### src/design/fwr_pkg.sv
// Package for the queue with remove by value: default sizes, opcodes,
// sequencer states and the status flags handed to the output stage. No dependencies.
`timescale 1ns / 1ps
`default_nettype none

package fwr_pkg;

  localparam int DEPTH_DEF       = 16;
  localparam int VALUE_WIDTH_DEF = 32;
  localparam int OPCODE_W        = 2;

  typedef enum logic [OPCODE_W-1:0] {
    OP_PUSH   = 2'd0,
    OP_POP    = 2'd1,
    OP_REMOVE = 2'd2
  } fwr_op_t;

  typedef enum logic [3:0] {
    ST_IDLE,
    ST_PUSH,
    ST_POP_RD,
    ST_POP_WAIT,
    ST_SEARCH,
    ST_SHIFT,
    ST_FRONT_RD,
    ST_FRONT_WAIT
  } fwr_state_t;

  typedef struct packed {
    logic pop_valid;
    logic remove_found;
    logic push_dropped;
    logic front_valid;
  } fwr_flags_t;

endpackage

`default_nettype wire

### src/design/fwr_if.sv
// Valid/ready channel interfaces for the request and response words of the queue.
// Depends on nothing; widths come from the instantiating level.
`timescale 1ns / 1ps
`default_nettype none

interface fwr_req_if #(
  parameter int VALUE_WIDTH = 32
);
  logic                   valid;
  logic                   ready;
  logic [1:0]             opcode;
  logic [VALUE_WIDTH-1:0] value;

  modport source (output valid, output opcode, output value, input ready);
  modport sink (input valid, input opcode, input value, output ready);
endinterface

interface fwr_rsp_if #(
  parameter int VALUE_WIDTH = 32,
  parameter int CNT_W       = 5
);
  logic                   valid;
  logic                   ready;
  logic [VALUE_WIDTH-1:0] popped_value;
  logic                   pop_valid;
  logic                   remove_found;
  logic                   push_dropped;
  logic [VALUE_WIDTH-1:0] front_value;
  logic                   front_valid;
  logic [CNT_W-1:0]       occupancy;

  modport source (
    output valid, output popped_value, output pop_valid, output remove_found,
    output push_dropped, output front_value, output front_valid, output occupancy,
    input ready
  );
  modport sink (
    input valid, input popped_value, input pop_valid, input remove_found,
    input push_dropped, input front_value, input front_valid, input occupancy,
    output ready
  );
endinterface

`default_nettype wire

### src/design/fwr_out_stage.sv
// Output register of the queue: holds one response word until the sink takes it.
// Depends on fwr_pkg and fwr_rsp_if.
`timescale 1ns / 1ps
`default_nettype none

module fwr_out_stage #(
  parameter int VALUE_WIDTH = 32,
  parameter int CNT_W       = 5
) (
  input  wire logic                   clk,
  input  wire logic                   rst,
  input  wire logic                   load,
  input  wire logic [VALUE_WIDTH-1:0] popped,
  input  wire logic [VALUE_WIDTH-1:0] front,
  input  wire logic [CNT_W-1:0]       count,
  input  wire fwr_pkg::fwr_flags_t    flags,
  output logic                        free,
  fwr_rsp_if.source                   rsp
);
  import fwr_pkg::*;

  logic                   valid;
  logic [VALUE_WIDTH-1:0] popped_r;
  logic [VALUE_WIDTH-1:0] front_r;
  logic [CNT_W-1:0]       count_r;
  fwr_flags_t             flags_r;

  always_ff @(posedge clk) begin
    if (rst) begin
      valid <= 1'b0;
    end else if (load) begin
      valid <= 1'b1;
    end else if (rsp.ready) begin
      valid <= 1'b0;
    end
  end

  always_ff @(posedge clk) begin
    if (load) begin
      popped_r <= popped;
      front_r  <= front;
      count_r  <= count;
      flags_r  <= flags;
    end
  end

  assign free              = !valid || rsp.ready;
  assign rsp.valid         = valid;
  assign rsp.popped_value  = popped_r;
  assign rsp.pop_valid     = flags_r.pop_valid;
  assign rsp.remove_found  = flags_r.remove_found;
  assign rsp.push_dropped  = flags_r.push_dropped;
  assign rsp.front_value   = front_r;
  assign rsp.front_valid   = flags_r.front_valid;
  assign rsp.occupancy     = count_r;

endmodule

`default_nettype wire

### src/design/fifo_with_remove_by_value_unit.sv
// Bounded queue with push, pop and remove of the newest matching value; any other opcode
// only reports the front entry and the count. A remove searches from the newest entry
// towards the head and, after a hit, moves every newer entry one place towards the head.
// One request is in work at a time; the simple dual-port memory (one read, one write a
// cycle) sets the rate. Reset clears the count and head pointer; the entry memory is not
// cleared. A finished response word waits in the output register.
`timescale 1ns / 1ps
`default_nettype none

module fifo_with_remove_by_value_unit #(
  parameter int DEPTH       = fwr_pkg::DEPTH_DEF,
  parameter int VALUE_WIDTH = fwr_pkg::VALUE_WIDTH_DEF
) (
  input  wire logic clk,
  input  wire logic rst,
  fwr_req_if.sink   req,
  fwr_rsp_if.source rsp
);
  import fwr_pkg::*;

  localparam int AW    = (DEPTH > 1) ? $clog2(DEPTH) : 1;
  localparam int CNT_W = $clog2(DEPTH + 1);

  fwr_state_t state;
  fwr_state_t state_next;

  logic [VALUE_WIDTH-1:0] mem [DEPTH];
  logic [VALUE_WIDTH-1:0] rdata;
  logic                   re;
  logic [AW-1:0]          raddr;
  logic                   we;
  logic [AW-1:0]          waddr;
  logic [VALUE_WIDTH-1:0] wdata;

  logic [AW-1:0]          head;
  logic [CNT_W-1:0]       count;
  logic [VALUE_WIDTH-1:0] value_r;
  logic [VALUE_WIDTH-1:0] popped;
  logic                   pop_ok;
  logic                   found;
  logic                   dropped;

  logic [CNT_W-1:0]       srch_idx;
  logic [CNT_W-1:0]       srch_pend_idx;
  logic                   srch_pend;
  logic [CNT_W-1:0]       sh_k;
  logic [CNT_W-1:0]       sh_dst;
  logic                   sh_pend;

  logic                   match;
  logic                   out_free;
  logic                   out_load;
  logic [VALUE_WIDTH-1:0] front_value;
  fwr_flags_t             flags;

  function automatic logic [AW-1:0] phys(input logic [AW-1:0] hd, input logic [CNT_W-1:0] l);
    logic [AW:0] s;
    s = (AW+1)'(hd) + (AW+1)'(l);
    if (s >= (AW+1)'(DEPTH)) begin
      s = s - (AW+1)'(DEPTH);
    end
    return s[AW-1:0];
  endfunction

  always_ff @(posedge clk) begin
    if (we) begin
      mem[waddr] <= wdata;
    end
    if (re) begin
      rdata <= mem[raddr];
    end
  end

  assign match    = srch_pend && (rdata == value_r);
  assign req.ready = (state == ST_IDLE);

  always_comb begin
    state_next = state;
    case (state)
      ST_IDLE: begin
        if (req.valid) begin
          case (req.opcode)
            OP_PUSH:   state_next = ST_PUSH;
            OP_POP:    state_next = ST_POP_RD;
            OP_REMOVE: state_next = ST_SEARCH;
            default:   state_next = ST_FRONT_RD;
          endcase
        end
      end
      ST_PUSH:     state_next = ST_FRONT_RD;
      ST_POP_RD:   state_next = (count != '0) ? ST_POP_WAIT : ST_FRONT_RD;
      ST_POP_WAIT: state_next = ST_FRONT_RD;
      ST_SEARCH: begin
        if (match) begin
          state_next = ST_SHIFT;
        end else if (srch_idx == '0) begin
          state_next = ST_FRONT_RD;
        end
      end
      ST_SHIFT: begin
        if (sh_k == count && !sh_pend) begin
          state_next = ST_FRONT_RD;
        end
      end
      ST_FRONT_RD: begin
        if (out_free) begin
          state_next = ST_FRONT_WAIT;
        end
      end
      ST_FRONT_WAIT: state_next = ST_IDLE;
      default:       state_next = ST_IDLE;
    endcase
  end

  always_comb begin
    re       = 1'b0;
    raddr    = head;
    we       = 1'b0;
    waddr    = phys(head, count);
    wdata    = value_r;
    out_load = 1'b0;
    case (state)
      ST_PUSH: begin
        we = (count != CNT_W'(DEPTH));
      end
      ST_POP_RD: begin
        re = (count != '0);
      end
      ST_SEARCH: begin
        re    = !match && (srch_idx != '0);
        raddr = phys(head, srch_idx - CNT_W'(1));
      end
      ST_SHIFT: begin
        re    = (sh_k != count);
        raddr = phys(head, sh_k);
        we    = sh_pend;
        waddr = phys(head, sh_dst);
        wdata = rdata;
      end
      ST_FRONT_RD: begin
        re = out_free;
      end
      ST_FRONT_WAIT: begin
        out_load = 1'b1;
      end
      default: begin
      end
    endcase
  end

  always_ff @(posedge clk) begin
    if (rst) begin
      state <= ST_IDLE;
      head  <= '0;
      count <= '0;
    end else begin
      state <= state_next;
      case (state)
        ST_PUSH: begin
          if (count != CNT_W'(DEPTH)) begin
            count <= count + CNT_W'(1);
          end
        end
        ST_POP_WAIT: begin
          head  <= (head == AW'(DEPTH - 1)) ? '0 : head + AW'(1);
          count <= count - CNT_W'(1);
        end
        ST_SHIFT: begin
          if (sh_k == count && !sh_pend) begin
            count <= count - CNT_W'(1);
          end
        end
        default: begin
        end
      endcase
    end
  end

  always_ff @(posedge clk) begin
    case (state)
      ST_IDLE: begin
        value_r   <= req.value;
        popped    <= '0;
        pop_ok    <= 1'b0;
        found     <= 1'b0;
        dropped   <= 1'b0;
        srch_idx  <= count;
        srch_pend <= 1'b0;
      end
      ST_PUSH: begin
        dropped <= (count == CNT_W'(DEPTH));
      end
      ST_POP_WAIT: begin
        popped <= rdata;
        pop_ok <= 1'b1;
      end
      ST_SEARCH: begin
        if (match) begin
          found   <= 1'b1;
          sh_k    <= srch_pend_idx + CNT_W'(1);
          sh_pend <= 1'b0;
        end else if (srch_idx != '0) begin
          srch_pend     <= 1'b1;
          srch_pend_idx <= srch_idx - CNT_W'(1);
          srch_idx      <= srch_idx - CNT_W'(1);
        end
      end
      ST_SHIFT: begin
        if (sh_k != count) begin
          sh_pend <= 1'b1;
          sh_dst  <= sh_k - CNT_W'(1);
          sh_k    <= sh_k + CNT_W'(1);
        end else begin
          sh_pend <= 1'b0;
        end
      end
      default: begin
      end
    endcase
  end

  assign front_value        = (count != '0) ? rdata : '0;
  assign flags.pop_valid    = pop_ok;
  assign flags.remove_found = found;
  assign flags.push_dropped = dropped;
  assign flags.front_valid  = (count != '0);

  fwr_out_stage #(
    .VALUE_WIDTH (VALUE_WIDTH),
    .CNT_W       (CNT_W)
  ) u_out_stage (
    .clk    (clk),
    .rst    (rst),
    .load   (out_load),
    .popped (popped),
    .front  (front_value),
    .count  (count),
    .flags  (flags),
    .free   (out_free),
    .rsp    (rsp)
  );

endmodule

`default_nettype wire

### src/flat_wrapper.sv
// flat-port wrapper written by rule: the top's interface ports become plain ports
module fifo_with_remove_by_value_unit_flat import fwr_pkg::*;
#(
  parameter int DEPTH       = fwr_pkg::DEPTH_DEF,
  parameter int VALUE_WIDTH = fwr_pkg::VALUE_WIDTH_DEF
)
  (clk, rst, req_valid, req_opcode, req_value, req_ready, rsp_valid, rsp_popped_value, rsp_pop_valid, rsp_remove_found, rsp_push_dropped, rsp_front_value, rsp_front_valid, rsp_occupancy, rsp_ready);
  fwr_req_if #(.VALUE_WIDTH(VALUE_WIDTH)) req_i ();
  fwr_rsp_if #(.VALUE_WIDTH(VALUE_WIDTH), .CNT_W(($clog2(DEPTH + 1)))) rsp_i ();
  input  wire logic clk;
  input  wire logic rst;
  input wire logic [$bits(req_i.valid)-1:0] req_valid;
  input wire logic [$bits(req_i.opcode)-1:0] req_opcode;
  input wire logic [$bits(req_i.value)-1:0] req_value;
  output wire logic [$bits(req_i.ready)-1:0] req_ready;
  output wire logic [$bits(rsp_i.valid)-1:0] rsp_valid;
  output wire logic [$bits(rsp_i.popped_value)-1:0] rsp_popped_value;
  output wire logic [$bits(rsp_i.pop_valid)-1:0] rsp_pop_valid;
  output wire logic [$bits(rsp_i.remove_found)-1:0] rsp_remove_found;
  output wire logic [$bits(rsp_i.push_dropped)-1:0] rsp_push_dropped;
  output wire logic [$bits(rsp_i.front_value)-1:0] rsp_front_value;
  output wire logic [$bits(rsp_i.front_valid)-1:0] rsp_front_valid;
  output wire logic [$bits(rsp_i.occupancy)-1:0] rsp_occupancy;
  input wire logic [$bits(rsp_i.ready)-1:0] rsp_ready;
  assign req_i.valid = req_valid;
  assign req_i.opcode = req_opcode;
  assign req_i.value = req_value;
  assign req_ready = req_i.ready;
  assign rsp_valid = rsp_i.valid;
  assign rsp_popped_value = rsp_i.popped_value;
  assign rsp_pop_valid = rsp_i.pop_valid;
  assign rsp_remove_found = rsp_i.remove_found;
  assign rsp_push_dropped = rsp_i.push_dropped;
  assign rsp_front_value = rsp_i.front_value;
  assign rsp_front_valid = rsp_i.front_valid;
  assign rsp_occupancy = rsp_i.occupancy;
  assign rsp_i.ready = rsp_ready;
  fifo_with_remove_by_value_unit #(.DEPTH(DEPTH), .VALUE_WIDTH(VALUE_WIDTH)) u_core (.clk(clk), .rst(rst), .req(req_i), .rsp(rsp_i));
endmodule
### config.mk
export PLATFORM = sky130hd
export DESIGN_NAME = fifo_with_remove_by_value_unit_flat
export DESIGN_NICKNAME = d
export VERILOG_FILES = /design/src/design/fwr_pkg.sv /design/src/design/fwr_if.sv /design/src/design/fwr_out_stage.sv /design/src/design/fifo_with_remove_by_value_unit.sv /design/src/flat_wrapper.sv
export SDC_FILE = /design/constraint.sdc
export NUM_CORES = 1
export LEC_CHECK = 0
export ABC_AREA = 1
export BUFFER_PORTS_ARGS = -buffer_cell sky130_fd_sc_hd__buf_2
export CORE_AREA = 2 2 228 230
export CTS_CLUSTER_DIAMETER = 50
export DETAILED_ROUTE_END_ITERATION = 10
export DIE_AREA = 0 0 230 232
export MAX_ROUTING_LAYER = met4
export PLACE_DENSITY = 0.77
export SYNTH_ARGS = -nofsm -noshare
export SYNTH_HDL_FRONTEND = slang
export SYNTH_HIERARCHICAL = 1
export SYNTH_SLANG_ARGS = --single-unit
### constraint.sdc
create_clock -name clk -period 6.3 [get_ports clk]
set_input_delay 0.945 -clock clk [delete_from_list [all_inputs] [get_ports clk]]
set_output_delay 0.945 -clock clk [all_outputs]
set_load 0.01 [all_outputs]
==> results.tsv, run 1 <==
stage	metric	value	unit
outcome	status	finished, final reports clean	
cts	clkSinkCount	718	
timing	rsz0062_at_grt	no	
layout	n_fill_cell	3595	
floorplan	initial_utilization	59.42	%
detailed_routing	drcViolationCount	0	
floorplan	core-area	0.05089	sq mm
placed_design	place.gp.congestion	0.9325	
setup_path	critical_path.endpoint	u_core/rdata[27]	
timing	setup_violations	0	
cts	clk_pin_slew	0.06	ns
setup_path	rr_startpoint	u_core/state[0]	
setup_path	rrSetupSlack	1.52	ns
floorplan	io_pins	113	
setup_path	critPathMaxFanout	66	
layout	drive_gt1_share	10.93	%
timing	holdWs	0.4157	ns
setup_path	crit_top_cell	inv_1	
timing	worst_slew_pin_slew	1.364	ns
logic_synthesis	synth_area_per_cell	11.72	sq um
logic_synthesis	netlist_area	0.03024	sq mm
logic_synthesis	seq_area_frac_synth	70.87	%
layout	utilization	66.63	%
detailed_routing	wirelength	72.83	mm
job	maxCapViolCount	0	
power_and_ir_drop	power.leakage	13.51	nW
logic_synthesis	synth_top_cell_by_area	edfxtp_1	
setup_path	reg2reg_depth	16	
cts	cts_hold_buffers	0	
logic_synthesis	synth_top_cell_area_share	70.01	%
detailed_routing	ant_nets	0	
logic_synthesis	yosysUniqueCellTypes	36	
setup_path	critPathLaunch	u_core/state[0]	
cts	post-cts-setup-buffer-count	0	
setup_path	reg2reg_to	u_core/rdata[27]	
cts	root_buffer	clkbuf_16	
global_route	grt_usage	28.31	%
timing	fin_crit_sh	75.81	%
setup_path	worst-path-buf-inv	6	
worst_hold_path	hold_path_class	flop to flop	
floorplan	num_rows	83	
layout	area_growth_syn_to_layout	12.12	%
setup_path	worstPathCellList	nand3_4 > inv_1 > o21ai_0 > inv_1 > ha_1 > inv_1 > fa_1 > inv_1 > nand2_1 > o21ai_4 > buf_4 > buf_4 > o211ai_1 > nand3_1 > nand3_1 > nand2_1	
global_route	antenna_found_initial	1	
timing	drv_slew	0	
setup_path	required	6.77	ns
placed_design	place_ws	1.647	ns
detailed_routing	drtPass1Iterations	6	
cts	cts_tree	built	
logic_synthesis	syn_inst	2579	
cts	htreeDepth	3	
worst_hold_path	worstHoldStart	u_core/popped[17]	
setup_path	cp_top_family	buffers and inverters	
setup_path	cp_slowest_cell	buf_4	
setup_path	cp.arrival	5.25	ns
logic_synthesis	synth-seq-cells	718	
cts	cts_made_buffers	73	
global_route	grt_first_pass_wirelength	109.9	mm
cts	clk_latency	0.61	ns
timing	setup_tns	0	ns
floorplan	die_area	0.05336	sq mm
setup_path	cp-end-kind	flop	
placed_design	portBuffers	112	
detailed_routing	wl_per_cell	21.22	um
detailed_routing	drt_iter0_drc	2234	
floorplan	die_x	230	um
timing	clock_skew	0.02556	ns
setup_path	setup.worst_path.start_class	flop	
detailed_routing	num_vias	19490	
timing	slew_headroom	8.851	%
global_route	grt_pass1_vias	19050	
placed_design	hpwl	43.48	mm
cts	clk_path_buf_depth	3	
layout	layout.nets	2756	
global_route	grt_max_degree	259	
logic_synthesis	syn-num-nets	2634	
placed_design	dpl_cell_area	0.03165	sq mm
logic_synthesis	yosys_warnings	6	
cts	post_cts_resized	0	
setup_path	worst-path-stages	16	
global_route	overflow	0	
timing	fmax	0.2094	GHz
logic_synthesis	ys_top_cells_by_area	edfxtp_1, nand2_1, o211ai_1, inv_1, nand3_1	
floorplan	die_h	232	um
setup_path	slowest_delay	0.78	ns
power_and_ir_drop	ir_worst_vdd	0.8261	mV
timing	fin_ws	1.524	ns
detailed_routing	via_per_inst	5.678	
layout	fin_area	0.03390	sq mm
setup_path	path_class	flop to flop	
power_and_ir_drop	p_per_area	494.1	mW/mm^2
timing	period_needed	4.776	ns
layout	n_antenna_cell	0	
timing	hold_violations	0	
[worst reg2reg max path, cell delays in order, from the launching register on]
cell	delay (ns)
dfxtp_1	0.60
nand3_4	0.36
inv_1	0.42
o21ai_0	0.14
inv_1	0.08
ha_1	0.16
inv_1	0.06
fa_1	0.44
inv_1	0.06
nand2_1	0.08
o21ai_4	0.09
buf_4	0.68
buf_4	0.81
o211ai_1	0.24
nand3_1	0.15
nand3_1	0.15
nand2_1	0.13
[cells by family (layout without fill, tap and decap cells)]
group,after synthesis,after routing,synth area share [%]
AOI/OAI and AO/OA,333,333,7.713
xor gates and xnor gates,28,28,0.8110
adders and majority gates,17,17,0.7779
buffers and inverters,537,711,7.196
DFF,718,718,70.87
muxes,1,1,0.03310
and+or+nand+nor,945,945,12.60
[per-layer routing]
layer	vias up	GRT usage, %	wire (um)	share of wire (%)
met4	0	11.53	2404	3.3
li1	9040	-	-	-
met1	9376	37.80	29390	40
met5	-	-	0	0
met3	161	4.212	6607	9.1
met2	917	44.20	34430	47
[where the power goes]
part | internal [mW] | leakage [nW] | total, mW | switching [mW]
registers | 6.50 | 6.54 | 6.92 | 0.420
logic | 1.60 | 5.87 | 5.72 | 4.12
clock network | 2.33 | 1.10 | 4.10 | 1.78
[sequential cells by signal, indices dropped and copies added (netlist names), 3 cells and up]
signal,count
u_core/state,3
u_core/srch_pend_idx,5
u_core/u_out_stage/rsp.popped_value,32
u_core/rdata,32
u_core/popped,32
u_core/sh_k,5
u_core/sh_dst,4
u_core/value_r,32
u_core/mem,512
u_core/head,4
u_core/count,5
u_core/u_out_stage/rsp.front_value,32
u_core/srch_idx,5
u_core/u_out_stage/rsp.occupancy,5
[cell usage after synthesis]
master / number
a21oi_1: 12
a21oi_2: 1
a31oi_1: 1
buf_1: 12
buf_2: 68
buf_4: 18
buf_6: 1
clkbuf_1: 21
dfxtp_1: 13
edfxtp_1: 705
fa_1: 3
ha_1: 14
inv_1: 414
inv_2: 3
mux2i_1: 1
nand2_1: 705
nand2_2: 1
nand2_4: 1
nand2_8: 1
nand3_1: 120
nand3_4: 1
nand3b_1: 4
nand4_1: 13
nor2_1: 88
nor2_4: 1
nor3_1: 7
nor4_1: 1
o211ai_1: 257
o21a_1: 1
o21ai_0: 56
o21ai_1: 1
o21ai_2: 3
o41ai_1: 1
or2_2: 2
xnor2_1: 13
xor2_1: 15
[layout make-up]
type	count	area [sq um]	area share, %
Tap cell	680	850.8	2.510
Sequential cell	718	21430	63.21
Inverter	417	1569	4.628
Multi-Input combinational cell	1324	6798	20.05
Timing Repair Buffer	167	998.5	2.945
Clock buffer	92	1941	5.724
Clock inverter	35	316.6	0.9337
[how the worst min path moves through the flow]
stage	to	cells past startpoint
finish	u_core/u_out_stage/rsp.popped_value[17]	0
global placement	u_core/u_out_stage/rsp.popped_value[20]	0
detailed placement	u_core/u_out_stage/rsp.popped_value[17]	0
floorplan	u_core/u_out_stage/rsp.pop_valid	0
CTS	u_core/u_out_stage/rsp.popped_value[17]	0
global route	u_core/u_out_stage/rsp.popped_value[0]	0
[placed cells by master (no fill, tap or decap), drive strengths merged]
master and instances:
buf 167, edfxtp 705, nand3b 4, nor4 1, o21ai 60, nand4 13, inv 422, nor2 89
xnor2 13, nor3 7, ha 14, nand3 121, o211ai 257, bufinv 3, dfxtp 13, nand2 708
o41ai 1, clkbuf 92, xor2 15, a31oi 1, mux2i 1, clkinv 25, fa 3, or2 2
clkinvlp 2, a21oi 13, o21a 1
[through the flow]
| step | std cells | power (mW) |
|---|---|---|
| after floorplan | 2579 | 10.78 |
| after global placement | 3306 | 12.41 |
| after detailed placement | 3306 | 12.59 |
| after CTS | 3433 | 16.74 |
| after global routing | 3433 | 17.61 |
| final | 3433 | 16.75 |
Note: power is estimated with default switching activity, not from simulation.
==> run 2, diff against run 1 <==
Clock period 6.3 ns to 4.8 ns, I/O delays scaled along.
==> results.tsv, run 2 (synthesis results as in run 1) <==
stage	metric	value	unit	change
setup_path	setup.worst_path.start_class	flop		unchanged
timing	setup_violations	0		unchanged
timing	fin_crit_sh	84.93	%	was 75.81%
setup_path	path_class	flop to flop		unchanged
timing	fin_ws	0.7232	ns	was 1.524 ns
cts	root_buffer	clkbuf_16		unchanged
timing	period_needed	4.077	ns	was 4.776 ns
timing	drv_slew	0		unchanged
placed_design	place_ws	0.8490	ns	was 1.647 ns
layout	largest_reg_flops	512		unchanged
cts	clk_path_buf_depth	3		unchanged
timing	rsz0062_at_grt	no		unchanged
cts	cts_tree	built		unchanged
job	maxCapViolCount	0		unchanged
detailed_routing	drt_iter0_drc	2562		was 2234
placed_design	dp.cells	3311		was 3306
floorplan	die_area	0.05336	sq mm	unchanged
setup_path	rr_startpoint	u_core/state[0]		unchanged
power_and_ir_drop	ir_worst_vdd	0.4855	mV	was 0.8261 mV
cts	clk_latency	0.61	ns	about the same
setup_path	cp-end-kind	flop		unchanged
floorplan	core-area	0.05089	sq mm	unchanged
detailed_routing	num_vias	19540		was 19.49k
layout	drive_gt1_share	10.88	%	was 10.93%
worst_hold_path	hold-path-endpoint	u_core/value_r[21]		was u_core/u_out_stage/rsp.popped_value[17]
cts	post_cts_resized	0		unchanged
floorplan	io_pins	113		unchanged
cts	clk_pin_slew	0.06	ns	about the same
timing	fmax	0.2453	GHz	was 0.2094 GHz
power_and_ir_drop	power.leakage	13.50	nW	was 13.51 nW
worst_hold_path	hold_depth	1		was 0
layout	utilization	66.60	%	was 66.63%
timing	slew_headroom	10.87	%	was 8.851%
global_route	overflow	0		unchanged
detailed_routing	wirelength	70.36	mm	was 72.83 mm
setup_path	reg2reg_depth	18		was 16
layout	n_antenna_cell	0		unchanged
layout	final_cell_mix	nand2_1, edfxtp_1, inv_1, o211ai_1, nand3_1		unchanged
cts	cts_hold_buffers	0		unchanged
setup_path	reg2reg_to	u_core/rdata[11]		was u_core/rdata[27]
detailed_routing	drcViolationCount	0		unchanged
layout	fin_area	0.03389	sq mm	was 0.03390 sq mm
setup_path	cp.arrival	4.52	ns	was 5.25 ns
setup_path	critPathMaxFanout	71		was 66
detailed_routing	ant_nets	0		unchanged
timing	clock_skew	0.03271	ns	was 0.02556 ns
global_route	antenna_found_initial	0		was 1
placed_design	place.gp.congestion	0.9839		was 0.9325
cts	clkSinkCount	718		unchanged
setup_path	required	5.24	ns	was 6.77 ns
detailed_routing	via_per_inst	5.684		was 5.678
floorplan	initial_utilization	59.42	%	unchanged
cts	cts_made_buffers	73		unchanged
floorplan	die_x	230	um	unchanged
layout	n_fill_cell	3557		was 3595
placed_design	hpwl	46.16	mm	was 43.48 mm
layout	regMostFlops	u_core/mem		unchanged
timing	worst_slew_pin_slew	1.328	ns	was 1.364 ns
global_route	grt_first_pass_wirelength	107.9	mm	was 109.9 mm
power_and_ir_drop	p_per_area	647.0	mW/mm^2	was 494.1 mW/mm^2
global_route	grt_usage	27.44	%	was 28.31%
detailed_routing	wl_per_cell	20.47	um	was 21.22 um
global_route	grt_max_degree	129		was 259
worst_hold_path	worstHoldStart	req_value[21]		was u_core/popped[17]
cts	post-cts-setup-buffer-count	0		unchanged
placed_design	portBuffers	112		unchanged
placed_design	dpl_cell_area	0.03172	sq mm	was 0.03165 sq mm
setup_path	rrSetupSlack	0.72	ns	was 1.52 ns
worst_hold_path	hold_path_class	input pin to flop		was flop to flop
layout	layout.nets	2761		was 2756
power_and_ir_drop	power.total	21.93	mW	was 16.75 mW
timing	holdWs	0.2968	ns	was 0.4157 ns
timing	hold_violations	0		unchanged
floorplan	num_rows	83		unchanged
global_route	grt_pass1_vias	18360		was 19.05k
timing	setup_tns	0	ns	unchanged
outcome	status	finished, final reports clean		unchanged
layout	finalNonFillerCells	3438		was 3433
floorplan	die_h	232	um	unchanged
layout	area_growth_syn_to_layout	12.08	%	was 12.12%
cts	htreeDepth	3		unchanged
detailed_routing	drtPass1Iterations	6		unchanged
-- run 2: cell types whose count changed in the layout (fill, tap and decap cells not counted), moves of 2 or more --
cell       change
clkinv_1      +11
o21ai_2        +6
clkinv_2       -4
buf_4          +3
clkinv_4       -3
o21ai_0        -3
o21ai_1        -3
buf_12         +2
bufinv_16      -2
inv_6          -2
-- run 2: metal layers --
layer  GRT usage [%]  vias to the layer above  routed length (um)
met1           39.53                     9332               29070
met5               -                        -                   0
li1                -                     9057                   -
met3           4.408                       88                7512
met2           40.51                     1064               32080
met4           8.871                        0                1690
-- run 2: final cells by class --
cell class | count | area [sq um] | area share (%)
clock buffer | 94 | 1969 | 5.811
clock inverter | 33 | 191.4 | 0.5648
inverter | 417 | 1568 | 4.626
multi-input combinational | 1324 | 6820 | 20.12
sequential | 718 | 21430 | 63.23
tap | 680 | 850.8 | 2.510
timing repair buffer | 172 | 1061 | 3.131
-- run 2: worst max-delay path by stage --
stage	from	to
after floorplan	u_core/state[2]	u_core/state[1]
after CTS	u_core/state[0]	u_core/rdata[13]
after global routing	u_core/state[0]	u_core/rdata[11]
after detailed placement	u_core/state[0]	u_core/rdata[11]
final	u_core/state[0]	u_core/rdata[11]
after global placement	u_core/state[0]	u_core/rdata[10]
-- run 2: worst max-delay path, stage by stage (launching register included) --
cell and delay (ns):
dfxtp_1 0.60, nand3_4 0.17, inv_1 0.32, o21ai_0 0.16, inv_1 0.08, ha_1 0.16, inv_1 0.06, fa_1 0.50
inv_1 0.04, nand2_1 0.10, o21ai_4 0.10, inv_4 0.18, buf_4 0.68, o211ai_1 0.23, nand2_1 0.12, nand2_1 0.06
nand2_1 0.10, nand2_1 0.08, nand2_1 0.14
-- run 2: where the power goes --
part	switching (mW)	total, mW	internal, mW
logic	5.56	7.68	2.12
registers	0.525	9.07	8.54
clock network	2.23	5.18	2.94
total	8.32	21.9	13.6
